File: config.mk
export PLATFORM = sky130hd
export DESIGN_NAME = bpa_ctrl
export DESIGN_NICKNAME = d
export VERILOG_FILES = /design/src/hdl/bpa_pkg.sv /design/src/hdl/bpa_ctrl.sv
export SDC_FILE = /design/constraint.sdc
export NUM_CORES = 1
export LEC_CHECK = 0
export BUFFER_PORTS_ARGS = -buffer_cell sky130_fd_sc_hd__buf_4
export CELL_PAD_IN_SITES_DETAIL_PLACEMENT = 1
export CELL_PAD_IN_SITES_GLOBAL_PLACEMENT = 1
export CORE_MARGIN = 1.5
export CORE_UTILIZATION = 39
export CTS_CLUSTER_SIZE = 10
export DETAILED_ROUTE_END_ITERATION = 6
export PLACE_DENSITY = 0.85
export SLEW_MARGIN = 20
export SYNTH_ARGS = -nofsm -noshare
export SYNTH_HDL_FRONTEND = slang
export SYNTH_SLANG_ARGS = --single-unit
File: constraint.sdc
create_clock -name clk -period 2.3 [get_ports clk]
set_input_delay 0.115 -clock clk [delete_from_list [all_inputs] [get_ports clk]]
set_output_delay 0.115 -clock clk [all_outputs]
set_load 0.01 [all_outputs]
File: src/hdl/bpa_pkg.sv
package bpa_pkg;

	localparam int FRAME_W  = 36;
	localparam int ORD_W    = 4;
	localparam int REGION_W = 17;
	localparam int STAT_W   = 2;

	localparam logic CMD_ALLOC = 1'b0;
	localparam logic CMD_FREE  = 1'b1;

	localparam logic [STAT_W-1:0] ST_OK        = 2'd0;
	localparam logic [STAT_W-1:0] ST_NO_MEMORY = 2'd1;
	localparam logic [STAT_W-1:0] ST_BAD_ORDER = 2'd2;
	localparam logic [STAT_W-1:0] ST_OUTSIDE   = 2'd3;

	localparam logic CFG_BASE_PFN     = 1'b0;
	localparam logic CFG_REGION_PAGES = 1'b1;

	typedef struct packed {
		logic               command;
		logic [ORD_W-1:0]   order;
		logic [FRAME_W-1:0] page_frame;
	} req_word_t;

	typedef struct packed {
		logic [FRAME_W-1:0] result_frame;
		logic [STAT_W-1:0]  status;
	} rsp_word_t;

	typedef enum logic [4:0] {
		DC_NOP, DC_CFG, DC_CLEAR, DC_CARVE, DC_ACCEPT, DC_CHECK, DC_SCAN,
		DC_URD, DC_UW1, DC_UW2, DC_SPLIT, DC_PUSHA, DC_PUSHB, DC_AFIN,
		DC_FCLR, DC_MCHK, DC_MEVAL, DC_MPOST, DC_FPUSH, DC_DONE
	} dp_cmd_t;

	typedef struct packed {
		logic clr_last;
		logic carve_done;
		logic bad_order;
		logic out_range;
		logic cmd_free;
		logic head_valid;
		logic cur_last;
		logic split_done;
		logic merge_stop;
		logic merge_ok;
		logic rsp_free;
	} dp_stat_t;

endpackage

File: src/hdl/bpa_ctrl.sv
module bpa_ctrl import bpa_pkg::*; (
	input  logic     clk,
	input  logic     arst_n,
	input  logic     cfg_we,
	input  logic     req_valid,
	input  dp_stat_t stat,
	output dp_cmd_t  cmd,
	output logic     idle
);

	typedef enum logic [18:0] {
		S_CFG    = 19'h00001,
		S_CLEAR  = 19'h00002,
		S_CARVE  = 19'h00004,
		S_IDLE   = 19'h00008,
		S_CHECK  = 19'h00010,
		S_SCAN   = 19'h00020,
		S_U_RD   = 19'h00040,
		S_U_W1   = 19'h00080,
		S_U_W2   = 19'h00100,
		S_SPLIT  = 19'h00200,
		S_PUSH_A = 19'h00400,
		S_PUSH_B = 19'h00800,
		S_A_FIN  = 19'h01000,
		S_F_CLR  = 19'h02000,
		S_M_CHK  = 19'h04000,
		S_M_EVAL = 19'h08000,
		S_M_POST = 19'h10000,
		S_F_PUSH = 19'h20000,
		S_DONE   = 19'h40000
	} state_t;

	state_t state_q, state_nxt;
	logic   carving_q;

	assign idle = (state_q == S_IDLE);

	always_comb begin
		state_nxt = state_q;
		cmd       = DC_NOP;
		unique case (state_q)
			S_CFG: begin
				cmd       = DC_CFG;
				state_nxt = S_CLEAR;
			end
			S_CLEAR: begin
				cmd = DC_CLEAR;
				if (stat.clr_last) begin
					state_nxt = S_CARVE;
				end
			end
			S_CARVE: begin
				if (stat.carve_done) begin
					state_nxt = S_IDLE;
				end else begin
					cmd       = DC_CARVE;
					state_nxt = S_PUSH_A;
				end
			end
			S_IDLE: begin
				if (req_valid) begin
					cmd       = DC_ACCEPT;
					state_nxt = S_CHECK;
				end
			end
			S_CHECK: begin
				cmd = DC_CHECK;
				if (stat.bad_order) begin
					state_nxt = S_DONE;
				end else if (!stat.cmd_free) begin
					state_nxt = S_SCAN;
				end else if (stat.out_range) begin
					state_nxt = S_DONE;
				end else begin
					state_nxt = S_F_CLR;
				end
			end
			S_SCAN: begin
				cmd = DC_SCAN;
				if (stat.head_valid) begin
					state_nxt = S_U_RD;
				end else if (stat.cur_last) begin
					state_nxt = S_DONE;
				end
			end
			S_U_RD: begin
				cmd       = DC_URD;
				state_nxt = S_U_W1;
			end
			S_U_W1: begin
				cmd       = DC_UW1;
				state_nxt = S_U_W2;
			end
			S_U_W2: begin
				cmd       = DC_UW2;
				state_nxt = stat.cmd_free ? S_M_POST : S_SPLIT;
			end
			S_SPLIT: begin
				cmd       = DC_SPLIT;
				state_nxt = stat.split_done ? S_A_FIN : S_PUSH_A;
			end
			S_PUSH_A: begin
				cmd       = DC_PUSHA;
				state_nxt = S_PUSH_B;
			end
			S_PUSH_B: begin
				cmd = DC_PUSHB;
				if (carving_q) begin
					state_nxt = S_CARVE;
				end else if (stat.cmd_free) begin
					state_nxt = S_DONE;
				end else begin
					state_nxt = S_SPLIT;
				end
			end
			S_A_FIN: begin
				cmd       = DC_AFIN;
				state_nxt = S_DONE;
			end
			S_F_CLR: begin
				cmd       = DC_FCLR;
				state_nxt = S_M_CHK;
			end
			S_M_CHK: begin
				cmd       = DC_MCHK;
				state_nxt = stat.merge_stop ? S_F_PUSH : S_M_EVAL;
			end
			S_M_EVAL: begin
				cmd       = DC_MEVAL;
				state_nxt = stat.merge_ok ? S_U_RD : S_F_PUSH;
			end
			S_M_POST: begin
				cmd       = DC_MPOST;
				state_nxt = S_M_CHK;
			end
			S_F_PUSH: begin
				cmd       = DC_FPUSH;
				state_nxt = S_PUSH_A;
			end
			S_DONE: begin
				cmd = DC_DONE;
				if (stat.rsp_free) begin
					state_nxt = S_IDLE;
				end
			end
			default: begin
				state_nxt = S_CFG;
			end
		endcase
		if (cfg_we) begin
			cmd       = DC_NOP;
			state_nxt = S_CFG;
		end
	end

	always_ff @(posedge clk or negedge arst_n) begin
		if (!arst_n) begin
			state_q   <= S_CFG;
			carving_q <= 1'b1;
		end else begin
			state_q <= state_nxt;
			if (state_nxt == S_CFG) begin
				carving_q <= 1'b1;
			end else if (state_nxt == S_IDLE) begin
				carving_q <= 1'b0;
			end
		end
	end

endmodule

==> impl_metrics.csv, run 1 <==
group,metric,value,unit
sta,layout_setup_ws,-0.5818,ns
clock_tree,tritoncts,"built",
global_routing,grt_max_degree,21,
detailed_routing,wl,9640,um
sta,fmax,347.0,MHz
clock_tree,htreeDepth,1,
run_status,failed_checks,"negative setup slack",
hold_path,holdCritPathClass,"in2reg",
cells_and_area,final-instance-count-excl-fill,301,
cells_and_area,diodes,0,
global_routing,grt-busiest-layer,"met2",
detailed_routing,num_vias,2126,
sta,finalHoldViolCount,0,
setup_path,path_class,"reg2out",
floorplanning,die_x,64.92,um
setup_path,start_kind,"register",
detailed_routing,drt_pre_antenna_iters,5,
synthesis,synth_top_area_cell,"dfrtp_1",
placed_design,dp_hpwl,4820,um
setup_path,crit_arrival,2.77,ns
detailed_routing,drt-initial-drc-count,246,
clock_tree,insertion_delay,0.28,ns
cells_and_area,multi_input_area,1179,sq um
detailed_routing,viasPerCell,7.063,
synthesis,synthSimpleGateAreaFrac,0.4343,
setup_path,crit_required,2.18,ns
synthesis,synth_fa_ha_area_frac,0,
synthesis,synth_nets,185,
cells_and_area,seq_area,503.0,sq um
synthesis,synth_area_leaders,"dfrtp_1, nor2_1, nor4_4, nor3_1, nor2_4",
floorplanning,io_pins,21,
sta,setup_viol,22,
cells_and_area,final_nets,269,
global_routing,antenna_found_initial,0,
synthesis,synthXorXnorAreaFrac,0.03515,
synthesis,synth_top_area_frac,0.3013,
synthesis,synth_edf_count,0,
synthesis,seq_area_frac_synth,0.3364,
synthesis,netlist_area,1495,sq um
floorplanning,rows,22,
clock_tree,clk_pin_slew,0.09,ns
placed_design,place_congestion,1.019,
synthesis,synth.area.mux_share,0,
sta,worst_pin_slew,0.5769,ns
synthesis,avgSynthCellArea,8.795,sq um
synthesis,synth_flop_cell,"dfrtp_1",
cells_and_area,fillers,388,
detailed_routing,drc_errors,0,
sta,relSlewSlack,0.6145,
job,drv_cap,0,
synthesis,yosysWarnings,0,
sta,rsz0062_at_grt,"yes",
global_routing,grt_pass1_wl,12480,um
synthesis,async_flop_share,1.000,
pwr,ir_drop,0.3893,mV
synthesis,synth_top_family_by_area,"simple AND/OR/NAND/NOR gates",
synthesis,syn_inst,170,
clock_tree,clock_path_buffers,2,
synthesis,ys_ff_latch,20,
pwr,power.leakage,1.083,nW
global_routing,overflow,0,
clock_tree,clockRootBuffer,"clkbuf_8",
detailed_routing,avgRoutedWirePerCell,32.03,um
floorplanning,die_y,64.92,um
placed_design,dp_cells,282,
pwr,p_per_area,502.3,nW/um^2
sta,fin_crit,2.882,ns
detailed_routing,drtAntennaViolNets,0,
sta,fin_crit_sh,1.253,
floorplanning,die_area,4214,sq um
cells_and_area,area_growth,69.37,%
global_routing,grt_pass1_vias,2190,
sta,fin_worst_skew,0.009778,ns
sta,tns,-7.431,ns
floorplanning,start_util,0.4084,
run_status,status,"finished with violations",
synthesis,synth_compound_area_frac,0.1414,
clock_tree,cts_num_sinks,20,
setup_path,cp_max_fo,7,
clock_tree,cts_buffers,3,
global_routing,met3_usage,0.08507,
floorplanning,design.core.area,3661,sq um
synthesis,ys_types,46,
placed_design,portBuffers,20,
sta,maxSlewViolCount,0,
global_routing,use_met1,0.4628,
cells_and_area,drive_gt1_frac,0.5455,
global_routing,grtUsageTotal,0.4090,
global_routing,use_met2,0.6765,
setup_path,crit_path_end_kind,"primary output",
[final cells by class]
class,count,area share
multi-input combinational,138,0.4654
sequential,20,0.1986
clock buffer,4,0.02174
inverter,2,0.002964
timing repair buffer,89,0.2875
tap,48,0.02372
[sequential cells by signal, summed over array words and instances, names as in the netlist]
signal / count
state_q: 19
carving_q: 1
[metal layers]
metal	routed length, um	vias to the layer above
met1	3367	997
met3	1002	94
met2	4329	227
li1	-	808
met5	0	-
met4	940	0
[where the power goes]
| part | total (mW) | switching (mW) | internal (mW) |
|---|---|---|---|
| clock | 0.301 | 0.148 | 0.153 |
| sequential | 0.373 | 0.00809 | 0.365 |
| combinational | 0.598 | 0.334 | 0.264 |
| total | 1.27 | 0.489 | 0.783 |
[critical path, cell delays in order (launching register included)]
cell      delay, ns
dfrtp_1        0.42
buf_4          0.19
nor4_2         0.42
nand3_1        0.20
buf_4          0.18
nor2_1         0.29
a311oi_2       0.09
a41o_4         0.32
buf_8          0.13
a21oi_4        0.12
buf_6          0.12
[kinds of logic after synthesis]
kind of cell,Yosys count
xor gates and xnor gates,6
AOI/OAI and AO/OA,30
and+or+nand+nor,102
DFF,20
buffers and inverters,12
[metrics by stage]
| stage | setup WS, ns | total power [mW] | hold WS, ns | area (sq um) | util |
|---|---|---|---|---|---|
| after detailed placement | -0.3802 | 0.7436 | 0.01475 | 2063 | 0.5636 |
| final | -0.5818 | 1.272 | 0.02758 | 2532 | 0.6917 |
| after floorplan | -0.1135 | 0.5832 | -0.1806 | 1518 | - |
| after CTS | -0.5163 | 1.087 | 0.03507 | 2293 | 0.6265 |
| after global placement | -0.1611 | 0.7205 | 0.01114 | 2063 | 0.5636 |
| after global routing | -0.6334 | 1.288 | 0.02645 | 2532 | 0.6917 |
[final timing paths]
path,start,to,slack (ns),cells past startpoint
max,state_q[3],cmd[2],-0.58,10
min,stat[6],state_q[9],0.03,2
max reg2reg,state_q[3],state_q[1],-0.49,11
min reg2reg,carving_q,carving_q,0.53,1
max in group asynchronous,arst_n,carving_q,1.77,2
min in group asynchronous,arst_n,state_q[11],0.25,2
[cell usage in the layout (no fill, tap or decap), types with 3 or more instances in the layout]
cell,count
buf_4,78
nor2_1,25
dfrtp_1,18
nor4_4,8
nand3_1,7
nor3_1,7
nand2_1,6
o21ai_0,6
buf_6,6
nand4_1,5
or4_4,5
xnor2_1,5
nor2_4,5
nor2b_1,4
clkbuf_8,4
a21oi_1,3
nor3_4,3
buf_8,3
[synthesized netlist by cell type (2+ instances only)]
library cell,count
nor2b_1,4
nor2_1,26
clkbuf_1,5
buf_2,2
a32oi_1,2
buf_6,2
nor3b_1,2
nor2_4,5
a31oi_1,5
nand2b_1,2
nor4b_1,2
a21oi_1,3
nand3_1,8
nand2_1,6
or4_4,4
nor3_1,12
nand4_1,5
and3_1,3
inv_1,2
dfstp_2,2
or4_1,2
xnor2_1,5
and4_1,2
and2_1,3
a21oi_2,3
nor4_1,8
o21ai_0,6
dfrtp_1,18
nor4_4,3
nand3b_1,2
[repair_timing]
action | CTS | global route
hold buffers | 1 | 0
setup endpoints to repair | 22 | 22
resized for setup | 20 | 33
pin swaps | 7 | 4
gates cloned | 0 | 0
buffers inserted | 8 | 8
endpoints found under the hold margin | 20 | 0
(Power assumes the default switching activity.)
==> run 2, diff against run 1 <==
--- a/constraint.sdc
+++ b/constraint.sdc
@@ -3,2 +3,2 @@
 set_output_delay 0.115 -clock clk [all_outputs]
-set_load 0.01 [all_outputs]
+set_load 0.1 [all_outputs]
==> run 2 against run 1 <==
The flow still finishes with violations (negative setup slack); cell count increased by 1.7%; clock power decreased by 9.3%; combinational power increased by 18%.
==> impl_metrics.csv, run 2 (synthesis gave the netlist of run 1 again) <==
group,metric,value,unit
cells_and_area,reg_top3,"state_q (19), carving_q (1)",
clock_tree,cts_num_sinks,20,
cells_and_area,regMostFlops,"state_q",
detailed_routing,drt-initial-drc-count,215,
setup_path,cp_slowest_stage_delay,0.62,ns
floorplanning,design.core.area,3661,sq um
hold_path,hold_path_end,"state_q[15]",
clock_tree,clockRootBuffer,"clkbuf_8",
setup_path,r2r_start,"state_q[6]",
cells_and_area,fillers,372,
clock_tree,tritoncts,"built",
setup_path,path_class,"reg2out",
cells_and_area,final_nets,273,
setup_path,critPathSlowestCell,"or4_4",
detailed_routing,drc_errors,0,
setup_path,crit_path_end_kind,"primary output",
cells_and_area,area_growth,79.83,%
placed_design,portBuffers,20,
floorplanning,die_y,64.92,um
hold_path,holdCritPathClass,"in2reg",
cells_and_area,largest_register_ffs,19,
detailed_routing,drtAntennaViolNets,0,
setup_path,cp_max_fo,4,
detailed_routing,avgRoutedWirePerCell,31.83,um
global_routing,antenna_found_initial,1,
global_routing,grt_pass1_wl,12160,um
setup_path,timing.rr.end,"state_q[13]",
sta,fmax,341.7,MHz
setup_path,start_kind,"register",
pwr,power.leakage,1.120,nW
sta,worst_pin_slew,0.5493,ns
global_routing,grt_pass1_vias,2043,
clock_tree,cts_buffers,3,
setup_path,path_cells,"or4_4 -> nor4_4 -> o211a_1 -> a311oi_1 -> a41o_4 -> a21oi_4 -> buf_12",
sta,rsz0062_at_grt,"yes",
sta,finalHoldViolCount,0,
global_routing,overflow,0,
detailed_routing,wl,9741,um
floorplanning,die_area,4214,sq um
floorplanning,io_pins,21,
clock_tree,htreeDepth,1,
sta,whs,0.01223,ns
clock_tree,clk_pin_slew,0.09,ns
job,drv_cap,0,
floorplanning,die_x,64.92,um
floorplanning,rows,22,
detailed_routing,drt_pre_antenna_iters,5,
clock_tree,clock_path_buffers,2,
sta,layout_setup_ws,-0.6265,ns
sta,fin_crit_sh,1.272,
sta,setup_viol,23,
setup_path,crit_required,2.18,ns
global_routing,grtUsageTotal,0.4067,
run_status,status,"finished with violations",
placed_design,place_congestion,0.9405,
sta,relSlewSlack,0.6299,
global_routing,grt_max_degree,21,
setup_path,ff2ff_path_depth,8,
clock_tree,insertion_delay,0.28,ns
sta,fin_worst_skew,0.01079,ns
floorplanning,start_util,0.4084,
detailed_routing,num_vias,2161,
cells_and_area,final_util,0.7345,
cells_and_area,final_common_cell,"buf_4",
pwr,ir_drop,0.3459,mV
cells_and_area,drive_gt1_frac,0.5953,
pwr,p_per_area,502.5,nW/um^2
sta,maxSlewViolCount,0,
sta,fin_crit,2.927,ns
setup_path,crit_arrival,2.81,ns
detailed_routing,viasPerCell,7.062,
run_status,failed_checks,"negative setup slack",
placed_design,dp_hpwl,5018,um
hold_path,hold_depth,2,
cells_and_area,final_cell_mix,"buf_4, nor2_1, dfrtp_1",
setup_path,rrSetupSlack,-0.44,ns
hold_path,hold_start,"stat[2]",
run 2: changes by cell type in the layout (fill, tap and decap cells not counted), sizes merged:
cell | previous run | this run
buf | 88 | 91
clkbuf | 4 | 5
diode | 0 | 1
run 2: worst max path at each step:
| stage | startpoint | end | cells after the start |
|---|---|---|---|
| global route | state_q[18] | cmd[2] | 9 |
| global placement | state_q[9] | cmd[0] | 7 |
| finish | state_q[6] | cmd[2] | 7 |
| floorplan | state_q[5] | cmd[2] | 6 |
| detailed placement | state_q[3] | state_q[13] | 8 |
| CTS | state_q[8] | cmd[1] | 7 |
run 2: critical path, delay by kind of cell, from the launching register on:
family / cells / cell delay [ns]
AO/OA/AOI/OAI: 4 / 0.89
buffers and inverters: 1 / 0.20
flip-flops: 1 / 0.42
AND/OR/NAND/NOR: 2 / 1.02
run 2: through the flow:
stage                     worst slack [ns]  power (mW)  TNS, ns  cell area (sq um)  instances
final                              -0.6265       1.351   -8.636               2689        306
after global routing               -0.6268       1.364   -8.697               2686        305
after CTS                          -0.4056       1.184   -3.978               2516        295
after detailed placement           -0.3732      0.8067   -4.902               2140        279
after global placement             -0.2150      0.7772   -1.840               2140        279
after floorplan                    -0.7027      0.6430   -2.612               1628        170
run 2: timing repair:
item | CTS | global route
setup buffers | 11 | 9
endpoints found under the hold margin | 20 | 0
pin swaps | 11 | 10
setup endpoints to repair | 22 | 22
hold buffers | 1 | 0
cloned | 0 | 1
gates resized for setup | 49 | 17
run 2: per-layer routing:
layer | wire [um] | part of all wire | vias to the layer above | global-route usage
met2 | 4559 | 0.47 | 206 | 0.6933
met3 | 861 | 0.088 | 89 | 0.05208
met1 | 3355 | 0.34 | 1048 | 0.4737
met4 | 964 | 0.099 | 0 | 0.2739
met5 | 0 | 0 | - | 0
li1 | - | - | 818 | -
run 2: layout make-up:
class	instances	area (sq um)	share of cell area
Inverter	2	7.507	0.002792
Antenna cell	1	2.502	0.0009307
Multi-Input combinational cell	138	1241	0.4616
Timing Repair Buffer	93	827.0	0.3076
Clock buffer	4	45.04	0.01675
Tap cell	48	60.06	0.02234
Sequential cell	20	505.5	0.1880
run 2: report_power, final:
group          leakage (nW)  total [mW]  switching, mW  internal, mW
registers             0.269       0.376         0.0104         0.365
logic                 0.829       0.703          0.400         0.302
clock network        0.0228       0.273          0.148         0.124
